<file path="config.mk">
export PLATFORM = sky130hd
export DESIGN_NAME = common_average_reference_flat
export DESIGN_NICKNAME = d
export VERILOG_FILES = /design/src/cav_pkg.sv /design/src/cav_req_if.sv /design/src/cav_rsp_if.sv /design/src/common_average_reference.sv /design/src/cav_ram.sv /design/src/cav_ctrl.sv /design/src/cav_dpath.sv /design/src/flat_wrapper.sv
export SDC_FILE = /design/constraint.sdc
export NUM_CORES = 2
export LEC_CHECK = 0
export BUFFER_PORTS_ARGS = -buffer_cell sky130_fd_sc_hd__buf_2
export CAP_MARGIN = 20
export CORE_MARGIN = 3
export CORE_UTILIZATION = 30
export DETAILED_ROUTE_END_ITERATION = 10
export GPL_ROUTABILITY_DRIVEN = 1
export PLACE_DENSITY = 0.5
export SYNTH_ARGS = -nofsm -noshare
export SYNTH_HDL_FRONTEND = slang
export SYNTH_HIERARCHICAL = 1
export SYNTH_SLANG_ARGS = --single-unit
</file>
<file path="constraint.sdc">
create_clock -name clock -period 8.7 [get_ports clock]
set_clock_uncertainty 0.1 [all_clocks]
set_input_delay 1.74 -clock clock [delete_from_list [all_inputs] [get_ports clock]]
set_output_delay 1.74 -clock clock [all_outputs]
set_load 0.005 [all_outputs]
</file>
<file path="src/cav_pkg.sv">
// ----------------------------------------------------------------------------
// cav_pkg
// shared types, register indexes and helpers for the common average reference
// ----------------------------------------------------------------------------
package cav_pkg;

   // register indexes of the csr write port
   localparam logic [1:0] CSR_CHANNEL_COUNT = 2'd0;
   localparam logic [1:0] CSR_EEG_MASK      = 2'd1;
   localparam logic [1:0] CSR_BAD_MASK      = 2'd2;

   localparam int CSR_INDEX_BITS = 2;
   localparam int CSR_DATA_BITS  = 64;
   localparam int COUNT_REG_BITS = 7;
   localparam int MASK_BITS      = 64;
   localparam int CHUNK_SIZE     = 8;

   // controller to datapath commands
   typedef struct packed {
      logic load;          // store sample, update good sum
      logic count_clear;   // clear good-channel count
      logic count_step;    // add one chunk of good bits to the count
      logic div_start;     // load divider from the sum, clear the sum
      logic div_step;      // one restoring division step
      logic div_finish;    // sign-correct quotient into the mean
      logic rd_issue;      // read one stored channel for emission
      logic rd_last;       // that channel closes the frame
   } cav_cmd_type;

   // datapath to controller status
   typedef struct packed {
      logic s1_free;       // read stage can take a new channel
      logic pipe_empty;    // no channel in flight toward the output
   } cav_status_type;

   // channel count as used: zero acts as one, above the maximum acts as maximum
   function automatic logic [COUNT_REG_BITS-1:0] cav_eff_count(
      input logic [COUNT_REG_BITS-1:0] raw,
      input int unsigned               max_ch
   );
      logic [COUNT_REG_BITS-1:0] result;
      if (raw == '0) begin
         result = COUNT_REG_BITS'(1);
      end else if (raw > max_ch) begin
         result = COUNT_REG_BITS'(max_ch);
      end else begin
         result = raw;
      end
      return result;
   endfunction

endpackage

</file>
<file path="src/cav_req_if.sv">
// ----------------------------------------------------------------------------
// cav_req_if
// sample channel: one converter sample per transaction
// ----------------------------------------------------------------------------
interface cav_req_if #(
   parameter int SAMPLE_BITS = 24
);
   logic                          valid;
   logic                          ready;
   logic signed [SAMPLE_BITS-1:0] sample;

   modport source (output valid, output sample, input ready);
   modport sink   (input valid, input sample, output ready);
endinterface

</file>
<file path="src/cav_rsp_if.sv">
// ----------------------------------------------------------------------------
// cav_rsp_if
// result channel: one referenced channel sample per transaction
// ----------------------------------------------------------------------------
interface cav_rsp_if #(
   parameter int SAMPLE_BITS = 24
);
   logic                        valid;
   logic                        ready;
   logic signed [SAMPLE_BITS:0] referenced_sample;
   logic                        last_of_frame;

   modport source (output valid, output referenced_sample, output last_of_frame, input ready);
   modport sink   (input valid, input referenced_sample, input last_of_frame, output ready);
endinterface

</file>
<file path="src/common_average_reference.sv">
// ----------------------------------------------------------------------------
// common_average_reference
// eeg common average re-referencing of one multichannel frame
// ----------------------------------------------------------------------------
//
//   channel  direction  payload                              meaning
//   req_ch   in         sample                               one sample, channel order
//   rsp_ch   out        referenced_sample, last_of_frame     one channel of the frame
//   csr_*    in         csr_index, csr_write_data            count and mask registers
//
// a frame of N channels is loaded, then its good channels are counted in chunks
// of eight, the divider is loaded from the sum, a bit-serial restoring division
// runs and the quotient is sign-fixed, then the N channels are emitted; the
// serial divider sets the overhead
// loading of the next frame overlaps the tail of the emission, but its division
// waits until the last result of the previous frame has been taken
// synchronous active-high reset: masks and count return to their defaults, sum cleared
// a stalled result holds in the output register while the read stage keeps one more
//
module common_average_reference import cav_pkg::*; #(
   parameter int MAX_CHANNELS = 64,
   parameter int SAMPLE_BITS  = 24,
   localparam int IDX_BITS    = $clog2(MAX_CHANNELS),
   localparam int CNT_BITS    = $clog2(MAX_CHANNELS + 1),
   localparam int NCHUNK      = (MAX_CHANNELS + CHUNK_SIZE - 1) / CHUNK_SIZE,
   localparam int CHUNK_BITS  = (NCHUNK > 1) ? $clog2(NCHUNK) : 1,
   localparam int OUT_BITS    = SAMPLE_BITS + 1
) (
   input  logic                      clock,
   input  logic                      reset,
   cav_req_if.sink                   req_ch,
   cav_rsp_if.source                 rsp_ch,
   input  logic                      csr_write_enable,
   input  logic [CSR_INDEX_BITS-1:0] csr_index,
   input  logic [CSR_DATA_BITS-1:0]  csr_write_data
);

   // configuration registers
   logic [COUNT_REG_BITS-1:0] count_ff, count_in;
   logic [MASK_BITS-1:0]      eeg_mask_ff, eeg_mask_in;
   logic [MASK_BITS-1:0]      bad_mask_ff, bad_mask_in;
   logic [CNT_BITS-1:0]       count_eff;

   // controller and datapath link
   cav_cmd_type               cmd;
   cav_status_type            status;
   logic [IDX_BITS-1:0]       addr;
   logic [CHUNK_BITS-1:0]     chunk;

   logic                      rsp_valid;
   logic signed [OUT_BITS-1:0] rsp_data;
   logic                      rsp_last;

   // register writes; an index past the list is dropped
   always_comb begin
      count_in    = count_ff;
      eeg_mask_in = eeg_mask_ff;
      bad_mask_in = bad_mask_ff;
      if (csr_write_enable) begin
         case (csr_index)
            CSR_CHANNEL_COUNT: count_in    = COUNT_REG_BITS'(csr_write_data);
            CSR_EEG_MASK:      eeg_mask_in = csr_write_data;
            CSR_BAD_MASK:      bad_mask_in = csr_write_data;
            default: begin
            end
         endcase
      end
   end

   always_ff @(posedge clock) begin
      if (reset) begin
         count_ff    <= COUNT_REG_BITS'(MAX_CHANNELS);
         eeg_mask_ff <= '1;
         bad_mask_ff <= '0;
      end else begin
         count_ff    <= count_in;
         eeg_mask_ff <= eeg_mask_in;
         bad_mask_ff <= bad_mask_in;
      end
   end

   // clamp the programmed count into 1..MAX_CHANNELS
   assign count_eff = CNT_BITS'(cav_eff_count(count_ff, MAX_CHANNELS));

   cav_ctrl #(
      .MAX_CHANNELS (MAX_CHANNELS),
      .SAMPLE_BITS  (SAMPLE_BITS)
   ) u_ctrl (
      .clock     (clock),
      .reset     (reset),
      .count     (count_eff),
      .req_valid (req_ch.valid),
      .req_ready (req_ch.ready),
      .status    (status),
      .cmd       (cmd),
      .addr      (addr),
      .chunk     (chunk)
   );

   cav_dpath #(
      .MAX_CHANNELS (MAX_CHANNELS),
      .SAMPLE_BITS  (SAMPLE_BITS)
   ) u_dpath (
      .clock     (clock),
      .reset     (reset),
      .cmd       (cmd),
      .addr      (addr),
      .chunk     (chunk),
      .count     (count_eff),
      .eeg_mask  (eeg_mask_ff),
      .bad_mask  (bad_mask_ff),
      .sample    (req_ch.sample),
      .status    (status),
      .rsp_valid (rsp_valid),
      .rsp_ready (rsp_ch.ready),
      .rsp_data  (rsp_data),
      .rsp_last  (rsp_last)
   );

   // result channel
   assign rsp_ch.valid             = rsp_valid;
   assign rsp_ch.referenced_sample = rsp_data;
   assign rsp_ch.last_of_frame     = rsp_last;

   // the mean is only reloaded once no channel of the old frame is in flight
   a_div_after_drain: assert property (
      @(posedge clock) disable iff (reset) cmd.div_start |-> status.pipe_empty
   ) else $error("division started with results still in flight");

   // a store read never overruns the read stage
   a_read_has_room: assert property (
      @(posedge clock) disable iff (reset) cmd.rd_issue |-> status.s1_free
   ) else $error("store read issued into a full read stage");

   // loading and emission never share the store address
   a_no_load_during_emit: assert property (
      @(posedge clock) disable iff (reset) (req_ch.valid && req_ch.ready) |-> !cmd.rd_issue
   ) else $error("sample accepted during emission");

   // one sequencer phase at a time
   a_one_phase: assert property (
      @(posedge clock) disable iff (reset)
         $onehot0({cmd.load, cmd.count_step, cmd.div_step, cmd.rd_issue})
   ) else $error("more than one sequencer phase active");

endmodule

</file>
<file path="src/cav_ram.sv">
// ----------------------------------------------------------------------------
// cav_ram
// generic single write, single read ram with registered read data
// ----------------------------------------------------------------------------
module cav_ram #(
   parameter int WIDTH = 24,
   parameter int DEPTH = 64,
   localparam int ADDR_BITS = $clog2(DEPTH)
) (
   input  logic                 clock,
   input  logic                 wr_en,
   input  logic [ADDR_BITS-1:0] wr_addr,
   input  logic [WIDTH-1:0]     wr_data,
   input  logic                 rd_en,
   input  logic [ADDR_BITS-1:0] rd_addr,
   output logic [WIDTH-1:0]     rd_data
);

   logic [WIDTH-1:0] mem_ff [DEPTH];
   logic [WIDTH-1:0] rd_data_ff;

   always_ff @(posedge clock) begin
      if (wr_en) begin
         mem_ff[wr_addr] <= wr_data;
      end
      if (rd_en) begin
         rd_data_ff <= mem_ff[rd_addr];
      end
   end

   assign rd_data = rd_data_ff;

endmodule

</file>
<file path="src/cav_ctrl.sv">
// ----------------------------------------------------------------------------
// cav_ctrl
// frame sequencer: load, good-channel count, division, emission
// ----------------------------------------------------------------------------
module cav_ctrl import cav_pkg::*; #(
   parameter int MAX_CHANNELS = 64,
   parameter int SAMPLE_BITS  = 24,
   localparam int IDX_BITS    = $clog2(MAX_CHANNELS),
   localparam int CNT_BITS    = $clog2(MAX_CHANNELS + 1),
   localparam int NCHUNK      = (MAX_CHANNELS + CHUNK_SIZE - 1) / CHUNK_SIZE,
   localparam int CHUNK_BITS  = (NCHUNK > 1) ? $clog2(NCHUNK) : 1,
   localparam int SUM_BITS    = SAMPLE_BITS + $clog2(MAX_CHANNELS),
   localparam int STEP_BITS   = $clog2(SUM_BITS)
) (
   input  logic                  clock,
   input  logic                  reset,
   input  logic [CNT_BITS-1:0]   count,
   input  logic                  req_valid,
   output logic                  req_ready,
   input  cav_status_type        status,
   output cav_cmd_type           cmd,
   output logic [IDX_BITS-1:0]   addr,
   output logic [CHUNK_BITS-1:0] chunk
);

   typedef enum logic [2:0] {
      ST_LOAD,
      ST_COUNT,
      ST_HOLD,
      ST_DIVIDE,
      ST_FINISH,
      ST_EMIT
   } state_type;

   state_type             state_ff, state_in;
   logic [IDX_BITS-1:0]   addr_ff, addr_in;
   logic [CHUNK_BITS-1:0] chunk_ff, chunk_in;
   logic [STEP_BITS-1:0]  step_ff, step_in;
   logic [CNT_BITS-1:0]   addr_plus;
   logic                  frame_end;

   assign addr_plus = CNT_BITS'(addr_ff) + CNT_BITS'(1);
   assign frame_end = (addr_plus >= count);

   always_comb begin
      state_in = state_ff;
      addr_in  = addr_ff;
      chunk_in = chunk_ff;
      step_in  = step_ff;
      cmd      = '0;
      case (state_ff)
         ST_LOAD: begin
            if (req_valid) begin
               cmd.load = 1'b1;
               if (frame_end) begin
                  addr_in         = '0;
                  chunk_in        = '0;
                  cmd.count_clear = 1'b1;
                  state_in        = ST_COUNT;
               end else begin
                  addr_in = IDX_BITS'(addr_plus);
               end
            end
         end
         ST_COUNT: begin
            cmd.count_step = 1'b1;
            if (chunk_ff == CHUNK_BITS'(NCHUNK - 1)) begin
               state_in = ST_HOLD;
            end else begin
               chunk_in = chunk_ff + CHUNK_BITS'(1);
            end
         end
         ST_HOLD: begin
            // the mean may change only once the previous frame has drained
            if (status.pipe_empty) begin
               cmd.div_start = 1'b1;
               step_in       = '0;
               state_in      = ST_DIVIDE;
            end
         end
         ST_DIVIDE: begin
            cmd.div_step = 1'b1;
            if (step_ff == STEP_BITS'(SUM_BITS - 1)) begin
               state_in = ST_FINISH;
            end else begin
               step_in = step_ff + STEP_BITS'(1);
            end
         end
         ST_FINISH: begin
            cmd.div_finish = 1'b1;
            addr_in        = '0;
            state_in       = ST_EMIT;
         end
         ST_EMIT: begin
            if (status.s1_free) begin
               cmd.rd_issue = 1'b1;
               cmd.rd_last  = frame_end;
               if (frame_end) begin
                  addr_in  = '0;
                  state_in = ST_LOAD;
               end else begin
                  addr_in = IDX_BITS'(addr_plus);
               end
            end
         end
         default: begin
            state_in = ST_LOAD;
         end
      endcase
   end

   always_ff @(posedge clock) begin
      if (reset) begin
         state_ff <= ST_LOAD;
         addr_ff  <= '0;
         chunk_ff <= '0;
         step_ff  <= '0;
      end else begin
         state_ff <= state_in;
         addr_ff  <= addr_in;
         chunk_ff <= chunk_in;
         step_ff  <= step_in;
      end
   end

   assign req_ready = (state_ff == ST_LOAD);
   assign addr      = addr_ff;
   assign chunk     = chunk_ff;

endmodule

</file>
<file path="src/cav_dpath.sv">
// ----------------------------------------------------------------------------
// cav_dpath
// frame store, good sum, good count, serial divider and output pipeline
// ----------------------------------------------------------------------------
module cav_dpath import cav_pkg::*; #(
   parameter int MAX_CHANNELS = 64,
   parameter int SAMPLE_BITS  = 24,
   localparam int IDX_BITS    = $clog2(MAX_CHANNELS),
   localparam int CNT_BITS    = $clog2(MAX_CHANNELS + 1),
   localparam int NCHUNK      = (MAX_CHANNELS + CHUNK_SIZE - 1) / CHUNK_SIZE,
   localparam int CHUNK_BITS  = (NCHUNK > 1) ? $clog2(NCHUNK) : 1,
   localparam int SUM_BITS    = SAMPLE_BITS + $clog2(MAX_CHANNELS),
   localparam int WIDE_BITS   = SUM_BITS + 1,
   localparam int OUT_BITS    = SAMPLE_BITS + 1
) (
   input  logic                         clock,
   input  logic                         reset,
   input  cav_cmd_type                  cmd,
   input  logic [IDX_BITS-1:0]          addr,
   input  logic [CHUNK_BITS-1:0]        chunk,
   input  logic [CNT_BITS-1:0]          count,
   input  logic [MASK_BITS-1:0]         eeg_mask,
   input  logic [MASK_BITS-1:0]         bad_mask,
   input  logic signed [SAMPLE_BITS-1:0] sample,
   output cav_status_type               status,
   output logic                         rsp_valid,
   input  logic                         rsp_ready,
   output logic signed [OUT_BITS-1:0]   rsp_data,
   output logic                         rsp_last
);

   localparam logic signed [WIDE_BITS-1:0] SAT_HI =
      WIDE_BITS'((longint'(1) <<< SAMPLE_BITS) - longint'(1));
   localparam logic signed [WIDE_BITS-1:0] SAT_LO = -SAT_HI;

   // good sum and count
   logic signed [SUM_BITS-1:0]  sum_ff, sum_in;
   logic [CNT_BITS-1:0]         ngood_ff, ngood_in;
   logic [MASK_BITS-1:0]        good_vec;
   logic [CHUNK_SIZE-1:0]       good_byte;
   logic [3:0]                  byte_pop;
   logic                        load_good;

   // divider
   logic                        div_neg_ff, div_neg_in;
   logic [CNT_BITS-1:0]         div_rem_ff, div_rem_in;
   logic [SUM_BITS-1:0]         div_q_ff, div_q_in;
   logic [CNT_BITS:0]           rem_sh;
   logic                        rem_ge;
   logic signed [SUM_BITS-1:0]  mean_ff, mean_in;

   // emission pipeline
   logic [SAMPLE_BITS-1:0]      ram_q;
   logic                        s1_valid_ff, s1_valid_in;
   logic [IDX_BITS-1:0]         s1_ch_ff;
   logic                        s1_last_ff;
   logic                        out_valid_ff, out_valid_in;
   logic signed [OUT_BITS-1:0]  out_data_ff;
   logic                        out_last_ff;
   logic                        out_load;
   logic signed [SAMPLE_BITS-1:0] s1_sample;
   logic signed [WIDE_BITS-1:0] diff;
   logic signed [WIDE_BITS-1:0] diff_sat;
   logic signed [OUT_BITS-1:0]  s1_result;
   logic                        s1_eeg;
   logic                        s1_good;

   cav_ram #(
      .WIDTH (SAMPLE_BITS),
      .DEPTH (MAX_CHANNELS)
   ) u_frame_store (
      .clock   (clock),
      .wr_en   (cmd.load),
      .wr_addr (addr),
      .wr_data (sample),
      .rd_en   (cmd.rd_issue),
      .rd_addr (addr),
      .rd_data (ram_q)
   );

   // good bits of the channels below the count
   always_comb begin
      for (int i = 0; i < MASK_BITS; i++) begin
         good_vec[i] = eeg_mask[i] & ~bad_mask[i] & (i < count);
      end
   end

   assign good_byte = CHUNK_SIZE'(good_vec >> {chunk, 3'b000});

   always_comb begin
      byte_pop = '0;
      for (int b = 0; b < CHUNK_SIZE; b++) begin
         byte_pop = byte_pop + 4'(good_byte[b]);
      end
   end

   assign load_good = eeg_mask[addr] & ~bad_mask[addr];

   always_comb begin
      sum_in = sum_ff;
      if (cmd.div_start) begin
         sum_in = '0;
      end else if (cmd.load && load_good) begin
         sum_in = sum_ff + SUM_BITS'(sample);
      end
   end

   always_comb begin
      ngood_in = ngood_ff;
      if (cmd.count_clear) begin
         ngood_in = '0;
      end else if (cmd.count_step) begin
         ngood_in = ngood_ff + CNT_BITS'(byte_pop);
      end
   end

   // restoring division of the sum magnitude, one quotient bit per step
   assign rem_sh = {div_rem_ff, div_q_ff[SUM_BITS-1]};
   assign rem_ge = (rem_sh >= {1'b0, ngood_ff});

   always_comb begin
      div_neg_in = div_neg_ff;
      div_rem_in = div_rem_ff;
      div_q_in   = div_q_ff;
      mean_in    = mean_ff;
      if (cmd.div_start) begin
         div_neg_in = sum_ff[SUM_BITS-1];
         div_rem_in = '0;
         div_q_in   = sum_ff[SUM_BITS-1] ? $unsigned(-sum_ff) : $unsigned(sum_ff);
      end else if (cmd.div_step) begin
         div_rem_in = rem_ge ? CNT_BITS'(rem_sh - {1'b0, ngood_ff}) : CNT_BITS'(rem_sh);
         div_q_in   = {div_q_ff[SUM_BITS-2:0], rem_ge};
      end
      if (cmd.div_finish) begin
         if (ngood_ff == '0) begin
            mean_in = '0;
         end else if (div_neg_ff) begin
            mean_in = -$signed(div_q_ff);
         end else begin
            mean_in = $signed(div_q_ff);
         end
      end
   end

   // referenced value of the channel in the read stage
   assign s1_sample = $signed(ram_q);
   assign s1_eeg    = eeg_mask[s1_ch_ff];
   assign s1_good   = s1_eeg & ~bad_mask[s1_ch_ff];
   assign diff      = WIDE_BITS'(s1_sample) - WIDE_BITS'(mean_ff);

   always_comb begin
      if (diff > SAT_HI) begin
         diff_sat = SAT_HI;
      end else if (diff < SAT_LO) begin
         diff_sat = SAT_LO;
      end else begin
         diff_sat = diff;
      end
      if (!s1_eeg) begin
         s1_result = OUT_BITS'(s1_sample);
      end else if (s1_good) begin
         s1_result = OUT_BITS'(diff_sat);
      end else begin
         s1_result = '0;
      end
   end

   assign out_load = s1_valid_ff & (~out_valid_ff | rsp_ready);

   always_comb begin
      s1_valid_in = s1_valid_ff;
      if (cmd.rd_issue) begin
         s1_valid_in = 1'b1;
      end else if (out_load) begin
         s1_valid_in = 1'b0;
      end
      out_valid_in = out_valid_ff;
      if (out_load) begin
         out_valid_in = 1'b1;
      end else if (rsp_ready) begin
         out_valid_in = 1'b0;
      end
   end

   always_ff @(posedge clock) begin
      if (reset) begin
         sum_ff       <= '0;
         s1_valid_ff  <= 1'b0;
         out_valid_ff <= 1'b0;
      end else begin
         sum_ff       <= sum_in;
         s1_valid_ff  <= s1_valid_in;
         out_valid_ff <= out_valid_in;
      end
   end

   always_ff @(posedge clock) begin
      ngood_ff   <= ngood_in;
      div_neg_ff <= div_neg_in;
      div_rem_ff <= div_rem_in;
      div_q_ff   <= div_q_in;
      mean_ff    <= mean_in;
      if (cmd.rd_issue) begin
         s1_ch_ff   <= addr;
         s1_last_ff <= cmd.rd_last;
      end
      if (out_load) begin
         out_data_ff <= s1_result;
         out_last_ff <= s1_last_ff;
      end
   end

   assign status.s1_free    = ~s1_valid_ff | out_load;
   assign status.pipe_empty = ~s1_valid_ff & ~out_valid_ff;

   assign rsp_valid = out_valid_ff;
   assign rsp_data  = out_data_ff;
   assign rsp_last  = out_last_ff;

endmodule

</file>
<file path="src/flat_wrapper.sv">
// flat-port wrapper written by rule: the top's interface ports become plain ports
module common_average_reference_flat import cav_pkg::*;
#(
   parameter int MAX_CHANNELS = 64,
   parameter int SAMPLE_BITS  = 24,
   localparam int IDX_BITS    = $clog2(MAX_CHANNELS),
   localparam int CNT_BITS    = $clog2(MAX_CHANNELS + 1),
   localparam int NCHUNK      = (MAX_CHANNELS + CHUNK_SIZE - 1) / CHUNK_SIZE,
   localparam int CHUNK_BITS  = (NCHUNK > 1) ? $clog2(NCHUNK) : 1,
   localparam int OUT_BITS    = SAMPLE_BITS + 1
)
  (clock, reset, csr_write_enable, csr_index, csr_write_data, req_ch_valid, req_ch_sample, req_ch_ready, rsp_ch_valid, rsp_ch_referenced_sample, rsp_ch_last_of_frame, rsp_ch_ready);
  cav_req_if #(.SAMPLE_BITS(SAMPLE_BITS)) req_ch_i ();
  cav_rsp_if #(.SAMPLE_BITS(SAMPLE_BITS)) rsp_ch_i ();
  input  logic clock;
  input  logic reset;
  input  logic csr_write_enable;
  input  logic [CSR_INDEX_BITS-1:0] csr_index;
  input  logic [CSR_DATA_BITS-1:0] csr_write_data;
  input wire logic [$bits(req_ch_i.valid)-1:0] req_ch_valid;
  input wire logic [$bits(req_ch_i.sample)-1:0] req_ch_sample;
  output wire logic [$bits(req_ch_i.ready)-1:0] req_ch_ready;
  output wire logic [$bits(rsp_ch_i.valid)-1:0] rsp_ch_valid;
  output wire logic [$bits(rsp_ch_i.referenced_sample)-1:0] rsp_ch_referenced_sample;
  output wire logic [$bits(rsp_ch_i.last_of_frame)-1:0] rsp_ch_last_of_frame;
  input wire logic [$bits(rsp_ch_i.ready)-1:0] rsp_ch_ready;
  assign req_ch_i.valid = req_ch_valid;
  assign req_ch_i.sample = req_ch_sample;
  assign req_ch_ready = req_ch_i.ready;
  assign rsp_ch_valid = rsp_ch_i.valid;
  assign rsp_ch_referenced_sample = rsp_ch_i.referenced_sample;
  assign rsp_ch_last_of_frame = rsp_ch_i.last_of_frame;
  assign rsp_ch_i.ready = rsp_ch_ready;
  common_average_reference #(.MAX_CHANNELS(MAX_CHANNELS), .SAMPLE_BITS(SAMPLE_BITS)) u_core (.clock(clock), .reset(reset), .req_ch(req_ch_i), .rsp_ch(rsp_ch_i), .csr_write_enable(csr_write_enable), .csr_index(csr_index), .csr_write_data(csr_write_data));
endmodule
</file>
Word-level counts from Yosys, hierarchy flattened
Memories as Yosys holds them, arrays and structs flattened. A register that Yosys moved wholly into a read port is not among the register bits.
Index checks and enable logic that the tools add are counted.
{"block": "classes", "n_eq_ne": 18, "n_addsub": 16, "order_cmp": 71, "shift": 1, "mux": 53, "bitwise": 202, "n_reduce_logical": 20}
{"operator": "$lt A6 B7 Y1 const A", "n": 32}
{"operator": "$and A1 B1 Y1", "n": 132}
{"operator": "$mux W30", "n": 4}
{"operator": "$lt A5 B7 Y1 const A", "n": 16}
{"operator": "$mux W25", "n": 4}
{"operator": "$not A1 Y1", "n": 68}
{"operator": "$shr A64 B6 Y8", "n": 1}
{"operator": "$neg A30 Y30", "n": 2}
{"operator": "$lt A4 B7 Y1 const A", "n": 8}
{"operator": "$gt A31 B25 Y1 const B", "n": 1}
{"operator": "$lt A31 B25 Y1 const B", "n": 1}
{"operator": "$sub A24 B30 Y31", "n": 1}
{"operator": "$add A30 B24 Y30", "n": 1}
{"operator": "$lt A3 B7 Y1 const A", "n": 4}
{"operator": "$mux W3", "n": 9}
{"operator": "$bmux W1 S6", "n": 4}
{"operator": "$mux W7", "n": 3}
{"operator": "$mux W6", "n": 3}
{"operator": "$pmux W3 S6", "n": 1}
{"operator": "$pmux W6 S3", "n": 1}
{"operator": "$add A4 B1 Y4", "n": 4}
{"operator": "$mux W1", "n": 16}
{"operator": "$logic_not A7 Y1", "n": 2}
{"operator": "$lt A1 B7 Y1 const A", "n": 2}
{"operator": "other kinds (36)", "n": 61}
{"block": "word_totals", "elab_cells": 401, "regBits": 292, "ramBits": 1536, "n_memories": 1, "in_bits": 95}
{"memory": "u_core.u_dpath.u_frame_store.mem_ff", "words": 64, "word_bits": 24, "rd": 1, "rd_ports_with_merged_regs": 1, "write_ports": 1, "line_no": "cav_ram.sv:19", "rtl": "logic [WIDTH-1:0] mem_ff [DEPTH];"}

Longest topological paths before layout
{"block": "depth", "depth_word": 14, "mapped_depth": 23}

Modules after synthesis
The synthesis kept the hierarchy.
{"module": "cav_ram", "seq_area_each_um2": 46844.9, "n_inst": 1, "area_each_um2": 59535.8, "cells_each": 2610}
{"module": "cav_dpath", "seq_area_each_um2": 3743.6, "n_inst": 1, "area_each_um2": 13276.5, "cells_each": 1485}
{"module": "common_average_reference", "seq_area_each_um2": 2702.6, "n_inst": 1, "area_each_um2": 5776.8, "cells_each": 589}
{"module": "cav_ctrl", "seq_area_each_um2": 340.3, "n_inst": 1, "area_each_um2": 1239.9, "cells_each": 154}

Worst setup path after synthesis
Ideal clock, no wire load.
{"block": "synth_timing", "path_kind": "reg-to-reg", "start": "register u_core.count_ff[1]", "end": "register u_core.u_dpath.ngood_ff[6]", "n_path_buf": 0, "stages_incl_launch_ff": 21, "arrival_ns": 5.689, "period_less_slack_ns": 5.917, "setup_slack_ns": 2.783, "cell_sequence": "dfxtp_1 -> or3_1 -> o41ai_1 -> or3_1 -> nor2_1 -> or4b_2 -> nand3_1 -> o31ai_1 -> a21oi_1 -> fa_1 -> fa_1 -> inv_1 -> fa_1 -> inv_1 -> fa_1 -> fa_1 -> a21o_1 -> a21o_1 -> nand4_1 -> xnor2_1 -> nor2_1"}
{"block": "synth_between", "elab_chain_cells": 14, "elab_cells_between_ends": 145, "classes_between": "8 x add/sub; 66 x order compare; 1 x shift; 5 x mux; 64 x bitwise; 1 x reduce/logical"}
{"element": "start, declared", "line_no": "common_average_reference.sv:39", "rtl": "logic [COUNT_REG_BITS-1:0] count_ff, count_in;"}
{"element": "start signal, assigned", "line_no": "common_average_reference.sv:72", "rtl": "count_ff <= COUNT_REG_BITS'(MAX_CHANNELS);"}
{"element": "start signal, assigned", "line_no": "common_average_reference.sv:76", "rtl": "count_ff <= count_in;"}
{"element": "$gt A7 B7 Y1", "line_no": "cav_pkg.sv:44", "rtl": "end else if (raw > max_ch) begin"}
{"element": "$mux W7", "line_no": "cav_pkg.sv:44"}
{"element": "$mux W7 (*)", "line_no": "cav_pkg.sv:42", "rtl": "if (raw == '0) begin"}
{"element": "net u_core.count_eff[0]", "line_no": "common_average_reference.sv:42", "rtl": "logic [CNT_BITS-1:0] count_eff;"}
{"element": "$lt A1 B7 Y1, or another cell as far along", "line_no": "cav_dpath.sv:84", "rtl": "good_vec[i] = eeg_mask[i] & ~bad_mask[i] & (i < count);"}
{"element": "$and A1 B1 Y1", "line_no": "cav_dpath.sv:84"}
{"element": "$shr A64 B6 Y8", "line_no": "cav_dpath.sv:88", "rtl": "assign good_byte = CHUNK_SIZE'(good_vec >> {chunk, 3'b000});"}
{"element": "$add A1 B1 Y2", "line_no": "cav_dpath.sv:93", "rtl": "byte_pop = byte_pop + 4'(good_byte[b]);"}
{"element": "$add A2 B1 Y3", "line_no": "cav_dpath.sv:93"}
{"element": "$add A3 B1 Y4", "line_no": "cav_dpath.sv:93"}
{"element": "$add A4 B1 Y4 (4 in series)", "line_no": "cav_dpath.sv:93"}
{"element": "$add A7 B4 Y7", "line_no": "cav_dpath.sv:113", "rtl": "ngood_in = ngood_ff + CNT_BITS'(byte_pop);"}
{"element": "end signal, assigned", "line_no": "cav_dpath.sv:198", "rtl": "ngood_ff <= ngood_in;"}
{"element": "end, declared", "line_no": "cav_dpath.sv:38", "rtl": "logic [CNT_BITS-1:0] ngood_ff, ngood_in;"}
Mark *: on every way through the listed nets, which the timed path passes. The rest lies on a longest branch.
A chain may end at the register's enable or synchronous reset.

Worst setup path in the final report
{"block": "layout_timing", "start": "register u_core.count_ff[6]", "end": "register u_core.u_dpath.ngood_ff[6]"}
Same word-level chain as after synthesis.

==> results.md <==
- Sequential power share: 48.4%
- I/O pins: around 120
- Count leader, synth: edfxtp_1
- Die height: about 520 um
- Pint: approximately 0.016 W
- Yosys reg bits: around 1.9k
- Synthesized cell area: 79830 um^2
- Switch share: 24.68%
- Worst-skew pair later-pin latency: 910 ps
- CP Cell Sequence: nor2b_1, nand2b_1, nor3_1, or3_1, a2111oi_0, o21ai_0, o21ai_0, nor2_1, a21oi_1, fa_1, fa_1, inv_1, fa_1, inv_1, fa_1, fa_1, a21o_1, a21o_1, nand4_1, xnor2_1, nor2_1
- Leak Pwr: just under 30 nW
- Peak VDD IR: ~0.00017 V
- Worst Hold Depth: 2
- DIE WIDTH: ~520 um
- Max-Cap Viols: 0
- Largest net degree at the start of global routing: ~210
- Reg2reg end: u_core/u_dpath/ngood_ff[6]
- Post-CTS setup buffer count: 0
- Number of port buffers: 122
- Top cell type's share of synthesized area: approximately 62%
- Initial Util: slightly above 30%
- Reg2reg path depth: 21
- Antenna violations before repair: 25
- Aggregate global-route resource usage: between 10% and 20%
- Worst Tran Pin Value: approximately 1000 ps
- Final #Nets: roughly 5.3k
- WP data arrival: ~7000 ps
- Mean Syn Cell Area: 16.50 um^2
- Final WL: between 200 and 250 mm
- EDFF count, synth: about 1.7k
- Min cycle time layout: 6438 ps
- Clock Power Share: around two fifths
- Hold Path Sink: u_core/count_ff[0]
- Slowest stage delay, CP: between 700 and 800 ps
- GRT overflow: 0
- Vias in the first global route: 44.96k
- Comb pwr share: a little under an eighth
- Drt wl/cell: roughly 27 um
- Synth cell count leaders: 1654 x edfxtp_1, 407 x mux4_2, 394 x nor2_1
- # DRC: 0
- Drt pass-1 iters: 6
- Period utilisation layout: between 70% and 80%
- Antenna viol nets, final: 0
- Drt initial violations: ~4.2k
- Via count: 44.93k
- Slew margin rel.: between 30% and 40%
- Final Setup Violations: 0
- CP endpoint kind: flip-flop
- Post_cts resized: 0
- CP Max Fanout: 19
- Die footprint: ~270000 um^2
- Critical path type: reg -> reg
- Footprint of the multi-input gates: about 25000 um^2
- CTS clk-pin slew, worst paths: 60 ps
- Root Driver: clkbuf_16
- Pwr per Cell Area: about 230 nW/um^2
- Post-synth net total: a little over 5k
- Slowest-stage cell, CP: nor3_1
- Reg-to-reg slack, setup: 2260 ps
- Yosys cell types: 100
- Total CTS buffers: 202
- First-pass GRT wire length: 340.7 mm
- Net Sw Power: roughly 0.0051 W
- Reg area: 53650 um^2
- WP buf/inv: 2
- # rows: 188
- Non-Filler Instances: around 8.7k
- Final max-slew violation count: 0
- Fill cell count: around 25k
- CP Launch Type: flip-flop
- Status: completed
- Hold buffers post-CTS: 0
- Yosys top cell by area: edfxtp_1
- Dpl hpwl: approximately 150 mm
- Worst R2R Start: u_core/count_ff[6]
- FMAX: between 0.15 and 0.2 GHz
- Dominant synthesized flop cell: edfxtp_1
- Hold Crit Class: reg -> reg
- CTS tree: built
- Num Clock Sinks: 1852
- Asr flop ratio synth: 0%
- Setup TNS: 0 ps
- Share of cells above drive strength 1: 22.65%
- Synth top area cells: edfxtp_1 62%, mux4_2 11%, dfxtp_1 5.0%
- Synth-to-layout area growth: 14.26%
- Seq/Total Area, Yosys: between 60% and 70%
- Synth Instances: approximately 4.8k
- Synth warn: 6
- Fin. Hold Viols: 0
- Core area: 263500 um^2
- Worst Min Path Start: u_core/count_ff[0]
- Top delay family on crit path: adder cells
- Clock Path Buffers: 4
- RSZ-0062 raised after global routing: false
- Vias per cell: between 5 and 6
- GP Congestion: 0.8384
- Placed insts: approximately 8.4k
- Worst EP required: 9260 ps
- Critical path's most frequent cell: fa_1
- H-tree depth: 4
## power groups by stage
stage / Sequential (W) / Clock [W] / Combinational (W)
2_1_floorplan: 0.0101 / 0 / 0.00165
4_1_cts: 0.00999 / 0.00847 / 0.00242
3_5_place_dp: 0.0102 / 0 / 0.00241
5_1_grt: 0.0100 / 0.00881 / 0.00262
3_3_place_gp: 0.0102 / 0 / 0.00240
6_report: 0.00999 / 0.00825 / 0.00239
## cells by family (layout without fill, tap and decap cells)
| family | Yosys count | after routing | synth area share [%] |
|---|---|---|---|
| DFF | 1852 | 1852 | 67.18 |
| muxes | 743 | 743 | 15.80 |
| xor gates and xnor gates | 114 | 114 | 1.251 |
| buffers and inverters | 354 | 734 | 2.202 |
| AOI/OAI and AO/OA | 627 | 627 | 5.349 |
| other | 0 | 5 | 0 |
| adders and majority gates | 99 | 99 | 1.611 |
| and+or+nand+nor | 1049 | 1049 | 6.602 |
## sequential cells by signal, indices dropped and copies added, names as in the netlist
signal,cells
u_core/u_dpath/rsp_data,25
u_core/u_dpath/mean_ff,30
u_core/u_dpath/u_frame_store/rd_data,24
u_core/u_dpath/div_rem_ff,7
u_core/u_dpath/rsp_valid,1
u_core/u_ctrl/chunk,3
u_core/count_ff,7
u_core/u_dpath/div_q_ff,30
u_core/u_dpath/s1_valid_ff,1
u_core/u_ctrl/step_ff,5
u_core/eeg_mask_ff,64
u_core/u_ctrl/addr,6
u_core/bad_mask_ff,64
u_core/u_dpath/ngood_ff,7
u_core/u_dpath/div_neg_ff,1
u_core/u_dpath/rsp_last,1
u_core/u_dpath/s1_last_ff,1
u_core/u_dpath/s1_ch_ff,6
u_core/u_dpath/u_frame_store/mem_ff,1536
u_core/u_dpath/sum_ff,30
u_core/u_ctrl/state_ff,3
## routing by layer
metal,up-vias,GRT usage [%],wire (um),share of wire (%)
met5,-,0,27,0.011
met4,4,4.231,5809,2.4
met3,287,2.180,12680,5.3
met2,1314,27.49,111300,47
met1,23740,24.73,107700,45
li1,19590,-,-,-
## cells in the final DEF (no fill, tap or decap), types with 32 or more instances in the layout
| cell type | Yosys | layout |
|---|---|---|
| a21o_1 | 32 | 32 |
| a21oi_1 | 114 | 114 |
| a221oi_1 | 52 | 52 |
| a31oi_1 | 33 | 33 |
| buf_2 | 64 | 121 |
| buf_4 | 36 | 156 |
| clkbuf_1 | 116 | 39 |
| clkbuf_16 | 0 | 206 |
| clkinv_1 | 2 | 35 |
| clkinv_2 | 0 | 45 |
| dfxtp_1 | 198 | 192 |
| edfxtp_1 | 1654 | 1654 |
| ha_1 | 86 | 86 |
| inv_1 | 90 | 90 |
| mux2_2 | 68 | 68 |
| mux2i_1 | 268 | 268 |
| mux4_2 | 407 | 407 |
| nand2_1 | 148 | 148 |
| nand2b_1 | 177 | 177 |
| nand3_1 | 50 | 50 |
| nor2_1 | 394 | 331 |
| nor2_2 | 1 | 61 |
| nor2b_1 | 58 | 57 |
| o21ai_0 | 110 | 110 |
| o22ai_1 | 64 | 64 |
| or3_1 | 39 | 39 |
| xnor2_1 | 43 | 43 |
| xor2_1 | 71 | 71 |
## worst max-delay path by stage
stage          cells after the start  slack [ps]          startpoint                    endpoint
2_1_floorplan                     20        2780  u_core/count_ff[1]  u_core/u_dpath/ngood_ff[6]
3_3_place_gp                      21        2380  u_core/count_ff[6]  u_core/u_dpath/ngood_ff[6]
3_5_place_dp                      21        2380  u_core/count_ff[6]  u_core/u_dpath/ngood_ff[6]
4_1_cts                           21        2330  u_core/count_ff[6]  u_core/u_dpath/ngood_ff[6]
5_1_grt                           21        1810  u_core/count_ff[6]  u_core/u_dpath/ngood_ff[6]
6_report                          21        2260  u_core/count_ff[6]  u_core/u_dpath/ngood_ff[6]
## final cells by class
type                    count  area share [%]
clock buffers             250           5.881
well taps                3515           4.822
multi-input cells        2632           27.02
clock inverters           105          0.9547
flip-flops and latches   1852           58.82
repair buffers            284           2.100
inverters                  95          0.3910
diodes                      5         0.01372
## stage by stage
| step | util [%] | cell area [um^2] | worst slack [ps] | total power, W | hold WS [ps] |
|---|---|---|---|---|---|
| final | 34.62 | 91210 | 2262 | 0.02064 | 382.3 |
| after floorplan | - | 79830 | 2783 | 0.01175 | 300.3 |
| after detailed placement | 32.25 | 84960 | 2384 | 0.01259 | 374.7 |
| after CTS | 34.61 | 91190 | 2329 | 0.02088 | 385.4 |
| after global routing | 34.62 | 91200 | 1810 | 0.02145 | 415.7 |
| after global placement | 32.24 | 84930 | 2380 | 0.01258 | 358.7 |
## worst reg2reg max path, delay by kind of cell (launching register included)
family | cells | cell delay (ps)
DFF | 1 | 510
adders and majority gates | 5 | 2480
buffers and inverters | 2 | 120
and+or+nand+nor | 7 | 2120
xor gates and xnor gates | 1 | 120
AOI/OAI and AO/OA | 6 | 880
No activity file was read; power rests on OpenSTA's default activity.
